File: src/hdl/assert_macros.svh
// ----------------------------------------------------------------------------
// Assertion macros
// Concurrent checks clocked on clk and disabled while rst_n is low.
// ----------------------------------------------------------------------------
`ifndef ASSERT_MACROS_SVH
`define ASSERT_MACROS_SVH
`ifndef SYNTH
// Same-cycle implication
`define RBE_ASSERT_IMP(lbl, ant, cons, msg) \
  lbl: assert property (@(posedge clk) disable iff (!rst_n) (ant) |-> (cons)) \
    else $error(msg);
// Next-cycle implication
`define RBE_ASSERT_NXT(lbl, ant, cons, msg) \
  lbl: assert property (@(posedge clk) disable iff (!rst_n) (ant) |=> (cons)) \
    else $error(msg);
`else
`define RBE_ASSERT_IMP(lbl, ant, cons, msg)
`define RBE_ASSERT_NXT(lbl, ant, cons, msg)
`endif
`endif

File: src/hdl/rbe_pkg.sv
// ----------------------------------------------------------------------------
// rbe_pkg
// Codes, constants and controller/datapath interface types of the blitter.
// ----------------------------------------------------------------------------
package rbe_pkg;

  localparam int unsigned MEM_BYTES_DEF = 65536;
  localparam int unsigned PARAM_COUNT   = 7;
  localparam int unsigned PIDX_W        = $clog2(PARAM_COUNT);
  localparam logic [63:0] PAL_BYTES     = 64'd768;
  localparam logic [31:0] BPP_8         = 32'd8;
  localparam logic [31:0] BPP_24        = 32'd24;
  localparam logic [31:0] ST_OK         = 32'd0;
  localparam logic [31:0] ST_ERR        = 32'd1;

  // Transaction opcodes
  localparam logic [2:0] OP_REG_RD = 3'd0;
  localparam logic [2:0] OP_REG_WR = 3'd1;
  localparam logic [2:0] OP_MEM_RD = 3'd2;
  localparam logic [2:0] OP_MEM_WR = 3'd3;
  localparam logic [2:0] OP_TICK   = 3'd4;

  // Command register codes
  localparam logic [31:0] CMD_INIT       = 32'd0;
  localparam logic [31:0] CMD_FRAMECOUNT = 32'd1;
  localparam logic [31:0] CMD_SET_BUFFER = 32'd2;
  localparam logic [31:0] CMD_SET_PAL    = 32'd3;
  localparam logic [31:0] CMD_SET_SRC    = 32'd4;
  localparam logic [31:0] CMD_SET_DST    = 32'd5;
  localparam logic [31:0] CMD_ROW_BLIT   = 32'd6;
  localparam logic [31:0] CMD_TILE_BLIT  = 32'd7;
  localparam logic [31:0] CMD_MASK_BLIT  = 32'd8;

  typedef enum logic [2:0] {
    CLS_SIMPLE, CLS_SRC, CLS_ROW, CLS_TILE, CLS_MASK
  } cls_t;

  typedef enum logic [1:0] {CHK_SRC, CHK_DST, CHK_TILE, CHK_MASK} chk_sel_t;
  typedef enum logic [1:0] {MUL_CHK, MUL_S, MUL_D, MUL_M} mul_sel_t;

  typedef enum logic [4:0] {
    S_IDLE, S_MRD, S_CMD, S_CHK1A, S_CHK1B, S_CHK2A, S_CHK2B, S_SETUP,
    S_F0, S_F1, S_F2, S_F3, S_START, S_ROW, S_MASK_RD, S_MASK_LD, S_BIT,
    S_WR, S_ROW_END, S_OK, S_ERR
  } state_t;

  typedef struct packed {
    logic     accept;
    logic     mrd_done;
    logic     simple_exec;
    logic     set_src;
    logic     status_ok;
    logic     status_err;
    logic     setup;
    logic     add_s;
    logic     add_d;
    logic     add_m;
    logic     row_start;
    logic     mask_rd;
    logic     mask_ld;
    logic     byte_rd;
    logic     byte_wr;
    logic     col_adv;
    logic     row_end;
    chk_sel_t chk_sel;
    mul_sel_t mul_sel;
  } ctrl_cmd_t;

  typedef struct packed {
    logic out_free;
    logic in_is_mrd;
    logic in_is_cmd;
    cls_t cls;
    logic chk_bad;
    logic tile_zero;
    logic flip;
    logic run_empty;
    logic masked;
    logic bit0;
    logic col_last;
    logic mask_edge;
    logic row_stop;
  } ctrl_stat_t;

endpackage

File: src/hdl/rbe_ctrl.sv
// ----------------------------------------------------------------------------
// rbe_ctrl
// Sequencer: accepts transactions, runs commands, walks blits byte by byte.
// ----------------------------------------------------------------------------
`include "assert_macros.svh"
module rbe_ctrl (
  input  logic               clk,
  input  logic               rst_n,
  input  logic               in_valid,
  output logic               in_ready,
  input  rbe_pkg::ctrl_stat_t stat,
  output rbe_pkg::ctrl_cmd_t  cmd
);
  import rbe_pkg::*;

  state_t   state_r, state_nxt;
  chk_sel_t first_sel;
  logic     skip_bit;

  // Pick the first bounds check from the command class
  always_comb begin
    case (stat.cls)
      CLS_SRC:  first_sel = CHK_SRC;
      CLS_TILE: first_sel = CHK_TILE;
      CLS_MASK: first_sel = CHK_MASK;
      default:  first_sel = CHK_DST;
    endcase
  end

  assign skip_bit = stat.masked && !stat.bit0;

  // Hold state
  always_ff @(posedge clk) begin
    if (!rst_n) begin
      state_r <= S_IDLE;
    end else begin
      state_r <= state_nxt;
    end
  end

  // Next state
  always_comb begin
    state_nxt = state_r;
    case (state_r)
      S_IDLE: begin
        if (in_valid && in_ready) begin
          if (stat.in_is_mrd) state_nxt = S_MRD;
          else if (stat.in_is_cmd) state_nxt = S_CMD;
        end
      end
      S_MRD:   state_nxt = S_IDLE;
      S_CMD:   state_nxt = (stat.cls == CLS_SIMPLE) ? S_IDLE : S_CHK1A;
      S_CHK1A: state_nxt = S_CHK1B;
      S_CHK1B: begin
        if (stat.chk_bad) state_nxt = S_ERR;
        else if (stat.cls == CLS_SRC) state_nxt = S_OK;
        else if (stat.cls == CLS_TILE && stat.tile_zero) state_nxt = S_ERR;
        else if (stat.cls == CLS_MASK) state_nxt = S_CHK2A;
        else state_nxt = S_SETUP;
      end
      S_CHK2A: state_nxt = S_CHK2B;
      S_CHK2B: state_nxt = stat.chk_bad ? S_ERR : S_SETUP;
      S_SETUP: state_nxt = stat.flip ? S_F0 : S_START;
      S_F0:    state_nxt = S_F1;
      S_F1:    state_nxt = S_F2;
      S_F2:    state_nxt = S_F3;
      S_F3:    state_nxt = S_START;
      S_START: state_nxt = stat.run_empty ? S_OK : S_ROW;
      S_ROW:   state_nxt = stat.masked ? S_MASK_RD : S_BIT;
      S_MASK_RD: state_nxt = S_MASK_LD;
      S_MASK_LD: state_nxt = S_BIT;
      S_BIT: begin
        if (!skip_bit) state_nxt = S_WR;
        else if (stat.col_last) state_nxt = S_ROW_END;
        else if (stat.mask_edge) state_nxt = S_MASK_RD;
        else state_nxt = S_BIT;
      end
      S_WR: begin
        if (stat.col_last) state_nxt = S_ROW_END;
        else if (stat.masked && stat.mask_edge) state_nxt = S_MASK_RD;
        else state_nxt = S_BIT;
      end
      S_ROW_END: state_nxt = stat.row_stop ? S_OK : S_ROW;
      S_OK:    state_nxt = S_IDLE;
      S_ERR:   state_nxt = S_IDLE;
      default: state_nxt = S_IDLE;
    endcase
  end

  // Drive commands
  always_comb begin
    cmd         = '0;
    cmd.chk_sel = CHK_DST;
    cmd.mul_sel = MUL_CHK;
    in_ready    = 1'b0;
    case (state_r)
      S_IDLE: begin
        in_ready   = stat.out_free;
        cmd.accept = in_valid && stat.out_free;
      end
      S_MRD:   cmd.mrd_done = 1'b1;
      S_CMD:   cmd.simple_exec = (stat.cls == CLS_SIMPLE);
      S_CHK1A: cmd.chk_sel = first_sel;
      S_CHK1B: begin
        cmd.chk_sel = first_sel;
        cmd.set_src = (stat.cls == CLS_SRC) && !stat.chk_bad;
      end
      S_CHK2A, S_CHK2B: cmd.chk_sel = CHK_DST;
      S_SETUP: cmd.setup = 1'b1;
      S_F0:    cmd.mul_sel = MUL_S;
      S_F1: begin
        cmd.mul_sel = MUL_D;
        cmd.add_s   = 1'b1;
      end
      S_F2: begin
        cmd.mul_sel = MUL_M;
        cmd.add_d   = 1'b1;
      end
      S_F3:      cmd.add_m = 1'b1;
      S_ROW:     cmd.row_start = 1'b1;
      S_MASK_RD: cmd.mask_rd = 1'b1;
      S_MASK_LD: cmd.mask_ld = 1'b1;
      S_BIT: begin
        cmd.col_adv = skip_bit;
        cmd.byte_rd = !skip_bit;
      end
      S_WR: begin
        cmd.byte_wr = 1'b1;
        cmd.col_adv = 1'b1;
      end
      S_ROW_END: cmd.row_end = 1'b1;
      S_OK:      cmd.status_ok = 1'b1;
      S_ERR:     cmd.status_err = 1'b1;
      default: ;
    endcase
  end

  `RBE_ASSERT_NXT(a_cmd_start, in_valid && in_ready && stat.in_is_cmd, state_r == S_CMD, "command write did not start execution")
  `RBE_ASSERT_IMP(a_wr_after_rd, state_r == S_WR, $past(state_r) == S_BIT, "byte write without a preceding read")
  `RBE_ASSERT_NXT(a_mask_to_bit, state_r == S_MASK_LD, state_r == S_BIT, "mask load not followed by bit step")

endmodule

File: config.mk
export PLATFORM = sky130hd
export DESIGN_NAME = rbe_ctrl
export DESIGN_NICKNAME = d
export VERILOG_FILES = /design/src/hdl/rbe_pkg.sv /design/src/hdl/rbe_ctrl.sv
export VERILOG_INCLUDE_DIRS = /design/src /design/src/hdl
export SDC_FILE = /design/constraint.sdc
export NUM_CORES = 1
export LEC_CHECK = 0
export BUFFER_PORTS_ARGS = -buffer_cell sky130_fd_sc_hd__buf_2
export CAP_MARGIN = 20
export CORE_MARGIN = 2
export CORE_UTILIZATION = 45
export DETAILED_ROUTE_END_ITERATION = 10
export GPL_TIMING_DRIVEN = 0
export PLACE_DENSITY = 0.79
export SETUP_SLACK_MARGIN = 0.2
export SLEW_MARGIN = 15
export SYNTH_ARGS = -nofsm -noshare
export SYNTH_HDL_FRONTEND = slang
export SYNTH_SLANG_ARGS = --single-unit
File: constraint.sdc
create_clock -name clk -period 2.9 [get_ports clk]
set_input_delay 0.58 -clock clk [delete_from_list [all_inputs] [get_ports clk]]
set_output_delay 0.58 -clock clk [all_outputs]
set_load 0.005 [all_outputs]
Yosys cells after proc, flatten, opt, wreduce, memory -nomap -nowiden
Index checks and enable logic that the tools add are counted.
W data, S select, Z words.
{"block": "totals", "regBits": 5, "input_bits": 18, "output_inout_bits": 22, "wordCells": 79}
{"block": "classes", "n_eq_ne": 25, "mux": 40, "n_reduce_logical": 13}
{"op": "$pmux W5 S18", "n": 1}
{"op": "$mux W5", "n": 15}
{"op": "$eq A5 B4 Y1 const B", "n": 8}
{"op": "$eq A5 B5 Y1 const B", "n": 5}
{"op": "$eq A5 B3 Y1 const B", "n": 4}
{"op": "$mux W1", "n": 17}
{"op": "$pmux W2 S3", "n": 2}
{"op": "$eq A5 B2 Y1 const B", "n": 2}
{"op": "$logic_and A1 B1 Y1", "n": 6}
{"op": "$mux W2", "n": 3}
{"op": "$eq A5 B1 Y1 const B", "n": 1}
{"op": "$logic_not A5 Y1", "n": 1}
{"op": "$eq A3 B1 Y1 const B", "n": 1}
{"op": "$eq A3 B2 Y1 const B", "n": 1}
{"op": "$eq A3 B3 Y1 const B", "n": 1}
{"op": "$logic_not A1 Y1", "n": 3}
{"op": "$logic_not A3 Y1", "n": 1}
{"op": "$mux W3", "n": 1}
{"op": "$ne A3 B3 Y1 const B", "n": 1}
{"op": "$ne A2 B2 Y1 const B", "n": 1}
{"op": "$pmux W1 S2", "n": 1}
{"op": "$reduce_and A2 Y1", "n": 1}
{"op": "$reduce_or A2 Y1", "n": 1}

Logic depth before layout (Yosys ltp)
Gate-level depths: netlist (run 1).
{"block": "logic_depth", "depth_word": 6, "depth_mapped": 6, "ltp_nobuf": 4}

Worst setup path after synthesis (run 1)
OpenSTA, ideal clock, no wires.
{"block": "synth_path", "path_type": "input to output", "startpoint": "in stat[3] in the netlist's numbering", "endpoint": "out cmd[5] in the netlist's numbering", "t_arrival_ns": 1.221, "required_ns": 2.320, "setup_slack_ns": 1.099, "path_stages": 2, "path_buffers": 0, "cell_sequence": "nand2b_1 a2111oi_0"}
{"element": "start: declaration", "line_no": "rbe_ctrl.sv:11", "rtl": "input rbe_pkg::ctrl_stat_t stat,"}
{"element": "end: declaration", "line_no": "rbe_ctrl.sv:12", "rtl": "output rbe_pkg::ctrl_cmd_t cmd"}

==> qor.csv, run 1 <==
stage;metric;value;unit
worst_setup_path;crit_chain;buf_4 -> nor3_1 -> nand2b_1 -> o21ai_0 -> a21boi_0 -> buf_2;
floorplanning;core;1710;µm²
floorplanning;io_pins;40;
sta;finalSetupTns;0;ps
yosys;synth-seq-cells;5;
hold_path;whs_path_depth;3;
grt;overflow;0;
worst_setup_path;critPathLaunch;state_r[1];
worst_setup_path;crit_required;2320;ps
yosys;synth_top_cell_by_area;dfxtp_1;
worst_setup_path;path_buf_inv;2;
yosys;syn-num-nets;134;
sta;fin_skew;2.46;ps
grt;grt_antenna_before_repair;0;
clocking;postCtsSetupRepairBufs;0;
grt;grt_start_max_net_pins;11;
clocking;cts_buffers;3;
detailed_routing;drc_errors;0;
power_and_ir_drop;leakage;0.454;nW
place;placed_area;1040;µm²
grt;grt_pass1_vias;943;
sta;finalHoldViolCount;0;
power_and_ir_drop;power;229;µW
place;gp_congestion;0.978;
grt;grtUsageMet2;41.1;%
yosys;seq_area_frac_synth;12.3;%
yosys;ys_warn_count;0;
worst_setup_path;crit_family;simple AND/OR/NAND/NOR gates;
hold_path;hp-start;stat[5];
yosys;syn_inst;116;
place;hpwlAfterDp;2.06;mm
yosys;netlist.area_leader.share;12.3;%
detailed_routing;drt-vias-per-instance;5.85;
yosys;synth_commonest_cells;nor2_1 (17), nand2b_1 (8), a21oi_1 (7), nand2_1 (7);
worst_setup_path;cp_data_arrival_time;1850;ps
yosys;yosys-top-cells-area;dfxtp_1 (12%), nor2_1 (7.8%), nand2b_1 (6.2%);
yosys;ys.flop_type;dfxtp_1;
grt;grt_usage;25.6;%
yosys;synth_area_per_cell;7.01;µm²
sta;fin_crit_sh;83.8;%
worst_setup_path;r2r-end;state_r[2];
sta;drv_slew;0;
worst_setup_path;cp_slowest_cell;nor3_1;
worst_setup_path;reg2reg_from;state_r[0];
worst_setup_path;endpoint_kind;primary output;
clocking;cts_sinks;5;
cells_and_area;largest_register;state_r;
worst_setup_path;r2r_slack;1140;ps
clocking;cts_hold_buf;0;
cells_and_area;num_antenna_cells;0;
yosys;syn_area;813;µm²
sta;rsz0062_at_grt;no;
sta;setup_viol;0;
worst_setup_path;crit_type;flip-flop to primary output;
clocking;post_cts_resized;0;
status;outcome;finished clean;
power_and_ir_drop;irDropWorstVdd;114;µV
clocking;clk_pin_slew;40;ps
grt;grt_use_met3;2.35;%
job;drv_cap;0;
floorplanning;die_h;46.5;µm
detailed_routing;dr.pass1.iters;4;
sta;whs;684;ps
sta;fin_crit;2430;ps
sta;timing.slew.headroom;64.5;%
detailed_routing;drt_wl_total;2.60;mm
clocking;cts_tree;done;
floorplanning;start_util;47.6;%
worst_setup_path;crit_path_max_fanout;10;
sta;worst_pin_slew;528;ps
cells_and_area;largest_reg_flops;5;
clocking;clock_path_buffers;2;
grt;grt_pass1_wl;4.01;mm
clocking;insertion_delay;250;ps
yosys;synth_edf_count;0;
clocking;htreeDepth;1;
cells_and_area;layout.nets;178;
grt;grtUsageMet1;33.4;%
floorplanning;die_area;2160;µm²
hold_path;worst_hold_path_type;input port to flip-flop;
yosys;async_reset_ff_share;0;%
floorplanning;rows;15;
detailed_routing;drt-initial-drc-count;36;
detailed_routing;detail-route-antenna-nets;0;
cells_and_area;finalInstanceArea;1070;µm²
cells_and_area;area_growth;31.1;%
cells_and_area;largestRegisters;state_r x5;
place;io_buffers;39;
power_and_ir_drop;powerDensity;214;nW/µm²
floorplanning;die_w;46.5;µm
yosys;yosysMostFrequentCell;nor2_1;
sta;fmaxAchievable;411;MHz
cells_and_area;fin_util;62.4;%
detailed_routing;wl_per_cell;14.1;µm
hold_path;hold_end;state_r[4];
clocking;root_buffer;clkbuf_4;
grt;grt.busiest_layer;met2;
cells_and_area;drive_above_1_share;35.2;%
worst_setup_path;max_stage_delay;420;ps
worst_setup_path;reg2reg_depth;5;
worst_setup_path;cp-start-kind;flip-flop;
detailed_routing;vias;1077;
yosys;yosysUniqueCellTypes;44;
layout by cell type, fill, tap and decap left out, types with 2 or more instances in the layout:
| cell | synthesis | routed |
|---|---|---|
| nor4_1 | 4 | 4 |
| a211oi_1 | 2 | 2 |
| nor2_1 | 17 | 17 |
| o211ai_1 | 2 | 2 |
| nand2b_1 | 8 | 8 |
| nand2_1 | 7 | 7 |
| dfxtp_1 | 5 | 5 |
| inv_1 | 3 | 3 |
| clkbuf_4 | 0 | 3 |
| or3_1 | 2 | 2 |
| nand3_1 | 2 | 2 |
| and3_1 | 2 | 2 |
| nand3b_1 | 5 | 5 |
| nor3_1 | 5 | 5 |
| buf_4 | 2 | 2 |
| buf_2 | 5 | 44 |
| a31oi_1 | 5 | 5 |
| nor2b_1 | 2 | 2 |
| o21ai_0 | 3 | 3 |
| a21oi_1 | 7 | 7 |
| a41oi_1 | 2 | 2 |
| a21o_1 | 2 | 2 |
| or3b_4 | 2 | 2 |
stage by stage:
step	worst slack, ps	std cells
finish	469	184
global route	346	184
CTS	479	184
detailed placement	764	180
global placement	790	180
floorplan	1100	116
cells by family after synthesis:
family / after synthesis / synth area share [%]
simple gates: 66 / 47.5
compound gates: 33 / 31.4
buf+inv: 11 / 7.69
flops: 5 / 12.3
xor+xnor: 1 / 1.08
area by class of cell:
| type | count | area, µm² |
|---|---|---|
| fillers | 163 | 642 |
| clock buffers | 4 | 26.3 |
| plain buffers | 8 | 51.3 |
| repair buffers | 39 | 195 |
| multi-input cells | 100 | 651 |
| flip-flops and latches | 5 | 100 |
| well taps | 25 | 31.3 |
| inverters | 3 | 11.3 |
worst max-delay path by stage:
stage / cells after the start / endpoint
floorplan: 2 / cmd[5]
global placement: 6 / cmd[3]
detailed placement: 6 / cmd[3]
CTS: 6 / cmd[3]
global route: 6 / cmd[3]
finish: 6 / cmd[3]
routing by layer:
layer / vias to the layer above / part of all wire [%]
li1: 528 / -
met1: 483 / 43
met2: 61 / 49
met3: 5 / 7.1
met4: 0 / 1.5
met5: - / 0
worst reg2reg max path, delay by kind of cell (launching register included):
| kind | cells | cell delay, ps |
|---|---|---|
| AO/OA/AOI/OAI | 2 | 750 |
| buffers and inverters | 2 | 440 |
| flip-flops | 1 | 310 |
| AND/OR/NAND/NOR | 1 | 100 |
report_power, final:
group / internal (mW) / switching, mW / leakage [nW]
combinational: 0.0319 / 0.0400 / 0.398
clock: 0.0523 / 0.0328 / 0.0150
sequential: 0.0706 / 0.00103 / 0.0404
Power figures use the tool's default switching activity.
==> inputs of run 2 (changes only) <==
--- a/config.mk
+++ b/config.mk
@@ -6,13 +6,14 @@
 export SDC_FILE = /design/constraint.sdc
 export NUM_CORES = 1
 export LEC_CHECK = 0
+export ABC_AREA = 1
 export BUFFER_PORTS_ARGS = -buffer_cell sky130_fd_sc_hd__buf_2
 export CAP_MARGIN = 20
 export CORE_MARGIN = 2
 export CORE_UTILIZATION = 45
 export DETAILED_ROUTE_END_ITERATION = 10
 export GPL_TIMING_DRIVEN = 0
-export PLACE_DENSITY = 0.79
+export PLACE_DENSITY = 0.78
 export SETUP_SLACK_MARGIN = 0.2
 export SLEW_MARGIN = 15
 export SYNTH_ARGS = -nofsm -noshare
==> constraint.sdc (replaced) <==
create_clock -name clk -period 2.39 [get_ports clk]
set_input_delay 0.478 -clock clk [delete_from_list [all_inputs] [get_ports clk]]
set_output_delay 0.478 -clock clk [all_outputs]
set_load 0.005 [all_outputs]
==> qor.csv, run 2 <==
stage;metric;value;unit;change
power_and_ir_drop;intPower;186;µW;was 155 µW
grt;overflow;0;;unchanged
detailed_routing;vias;1163;;was 1,077
cells_and_area;final_common_cell;nand2_1;;was buf_2
worst_setup_path;cp_data_arrival_time;1630;ps;was 1850 ps
cells_and_area;num_antenna_cells;0;;unchanged
power_and_ir_drop;seqPwrFrac;32.7;%;was 31.3%
power_and_ir_drop;sw_frac_of_total;34.7;%;was 32.3%
power_and_ir_drop;clockPowerShare;34.3;%;was 37.2%
power_and_ir_drop;leakage;0.751;nW;was 0.454 nW
floorplanning;die_h;46.7;µm;was 46.5 µm
yosys;async_reset_ff_share;0;%;unchanged
clocking;root_buffer;clkbuf_4;;unchanged
grt;grt_usage;25.0;%;was 25.6%
floorplanning;io_pins;40;;unchanged
yosys;ys.flop_type;dfxtp_1;;unchanged
hold_path;hp-start;rst_n;;was stat[5]
cells_and_area;fillers;205;;was 163
yosys;synth_top_cell_by_area;nand2_1;;was dfxtp_1
worst_setup_path;crit_path_max_fanout;6;;was 10
clocking;clock_path_buffers;2;;unchanged
yosys;yosys-top-cells-area;nand2_1 (21%), nor2_1 (17%), inv_1 (13%);;was dfxtp_1 (12%), nor2_1 (7.8%), nand2b_1 (6.2%)
yosys;synth-seq-cells;5;;unchanged
sta;worst_pin_slew;362;ps;was 528 ps
cells_and_area;layout.nets;233;;was 178
cells_and_area;drive_above_1_share;27.1;%;was 35.2%
sta;finalHoldViolCount;0;;unchanged
hold_path;hold_end;state_r[4];;unchanged
floorplanning;rows;15;;unchanged
place;hpwlAfterDp;2.03;mm;was 2.06 mm
sta;drv_slew;0;;unchanged
worst_setup_path;r2r_slack;870;ps;was 1140 ps
sta;setup_viol;0;;unchanged
sta;fin_skew;2.13;ps;was 2.46 ps
clocking;cts_hold_buf;0;;unchanged
detailed_routing;drt_wl_total;2.50;mm;was 2.60 mm
clocking;htreeDepth;1;;unchanged
floorplanning;die_area;2180;µm²;was 2160 µm²
power_and_ir_drop;irDropWorstVdd;374;µV;was 114 µV
worst_setup_path;r2r-end;state_r[2];;unchanged
grt;grt_antenna_before_repair;0;;unchanged
cells_and_area;ff_latch_area;100;µm²;unchanged
worst_setup_path;cp-start-kind;flip-flop;;unchanged
cells_and_area;largest_reg_flops;5;;unchanged
sta;fmaxAchievable;474;MHz;
place;gp_congestion;0.907;;was 0.978
worst_setup_path;endpoint_kind;primary output;;unchanged
grt;grt_pass1_vias;930;;was 943
yosys;netlist.area_leader.share;20.6;%;was 12.3%
yosys;synth_commonest_cells;nand2_1 (45), nor2_1 (38), inv_1 (28);;was nor2_1 (17), nand2b_1 (8), a21oi_1 (7), nand2_1 (7)
cells_and_area;area_growth;32.6;%;was 31.1%
yosys;synth_area_per_cell;4.86;µm²;was 7.01 µm²
grt;grt_start_max_net_pins;9;;was 11
cells_and_area;largestRegisters;state_r x5;;unchanged
detailed_routing;wl_per_cell;10.5;µm;was 14.1 µm
worst_setup_path;reg2reg_from;state_r[3];;was state_r[0]
detailed_routing;dr.pass1.iters;4;;unchanged
floorplanning;start_util;47.5;%;was 47.6%
sta;timing.slew.headroom;75.8;%;was 64.5%
detailed_routing;drc_errors;0;;unchanged
clocking;post_cts_resized;0;;unchanged
hold_path;worst_hold_path_type;input port to flip-flop;;unchanged
cells_and_area;largest_register;state_r;;unchanged
worst_setup_path;crit_type;flip-flop to primary output;;unchanged
yosys;syn_inst;169;;was 116
sta;finalSetupTns;0;ps;unchanged
clocking;clk_pin_slew;40;ps;about the same
floorplanning;core;1730;µm²;was 1710 µm²
yosys;ys_warn_count;0;;unchanged
detailed_routing;detail-route-antenna-nets;0;;unchanged
clocking;cts_sinks;5;;unchanged
clocking;cts_tree;done;;unchanged
yosys;syn_area;821;µm²;was 813 µm²
grt;grt_pass1_wl;3.96;mm;was 4.01 mm
clocking;cts_buffers;3;;unchanged
power_and_ir_drop;powerDensity;261;nW/µm²;was 214 nW/µm²
cells_and_area;fin_util;63.0;%;was 62.4%
detailed_routing;drt-initial-drc-count;30;;was 36
yosys;synth_edf_count;0;;unchanged
power_and_ir_drop;combPwrFrac;33.0;%;was 31.5%
hold_path;whs_path_depth;3;;unchanged
cells_and_area;multi_input_area;596;µm²;was 651 µm²
power_and_ir_drop;p_switching;98.5;µW;was 73.9 µW
yosys;syn-num-nets;187;;was 134
sta;fin_crit_sh;88.3;%;
detailed_routing;drt-vias-per-instance;4.87;;was 5.85
yosys;yosysMostFrequentCell;nand2_1;;was nor2_1
job;drv_cap;0;;unchanged
yosys;seq_area_frac_synth;12.2;%;was 12.3%
place;io_buffers;39;;unchanged
yosys;yosysUniqueCellTypes;22;;was 44
worst_setup_path;reg2reg_depth;9;;was 5
sta;rsz0062_at_grt;no;;unchanged
cells_and_area;final_cell_mix;nand2_1 (45), buf_2 (40), nor2_1 (38);;was buf_2 (44), nor2_1 (17), nand2b_1 (8)
worst_setup_path;crit_required;1910;ps;was 2320 ps
sta;fin_crit;2110;ps;
clocking;insertion_delay;240;ps;was 250 ps
floorplanning;die_w;46.7;µm;was 46.5 µm
status;outcome;finished clean;;unchanged
==> run 2: how the worst max path moves through the flow <==
stage	start	endpoint	slack, ps	cells past startpoint
2_1_floorplan	state_r[2]	cmd[3]	800	5
3_3_place_gp	state_r[2]	cmd[3]	570	6
3_5_place_dp	state_r[2]	cmd[3]	560	6
4_1_cts	state_r[2]	cmd[3]	280	6
5_1_grt	state_r[3]	cmd[5]	190	6
6_report	state_r[2]	cmd[3]	280	6
==> run 2: through the flow <==
stage	worst slack, ps	instances	total power, mW	instance area (µm²)	hold WS (ps)
after floorplan	804	169	0.148	821	576
after global placement	569	233	0.185	1050	679
after detailed placement	556	233	0.187	1050	685
after CTS	282	237	0.287	1070	438
after global routing	194	239	0.311	1090	447
final	280	239	0.284	1090	443
==> run 2: power groups by stage <==
stage / Combinational, mW / Clock (mW) / Sequential, mW
after floorplan: 0.0557 / 0 / 0.0926
after global placement: 0.0901 / 0 / 0.0946
after detailed placement: 0.0922 / 0 / 0.0945
after CTS: 0.0926 / 0.101 / 0.0929
after global routing: 0.109 / 0.109 / 0.0932
final: 0.0938 / 0.0974 / 0.0929
==> run 2: logic make-up after synthesis <==
logic type      share of synthesized area, %
compound gates                          9.15
simple gates                            63.4
buf+inv                                 15.2
flops                                   12.2
==> run 2: critical path, stage by stage, from the launching register on <==
cell     delay [ps]
dfxtp_1         470
inv_1           150
nor2_4          170
nand3_2         150
nand2_1         140
nor3b_1         170
buf_2           140
==> run 2: area by class of cell <==
type | count | share of cell area, %
Inverter | 32 | 11.0
Sequential cell | 5 | 9.20
Multi-Input combinational cell | 131 | 54.7
Clock buffer | 4 | 2.41
Tap cell | 25 | 2.87
Timing Repair Buffer | 41 | 19.3
Buffer | 1 | 0.460
==> run 2: what timing repair did <==
| action | in CTS | in global routing |
|---|---|---|
| endpoints found under the hold margin | 0 | 0 |
| setup buffers | 0 | 2 |
| endpoints found under the setup margin | 0 | 1 |
==> run 2: per-layer routing <==
layer	vias up	GRT usage (%)	wire length, µm
met3	0	4.71	172
met4	0	3.33	0
met1	497	35.1	1080
met5	-	0	0
li1	618	-	-
met2	48	40.8	1260
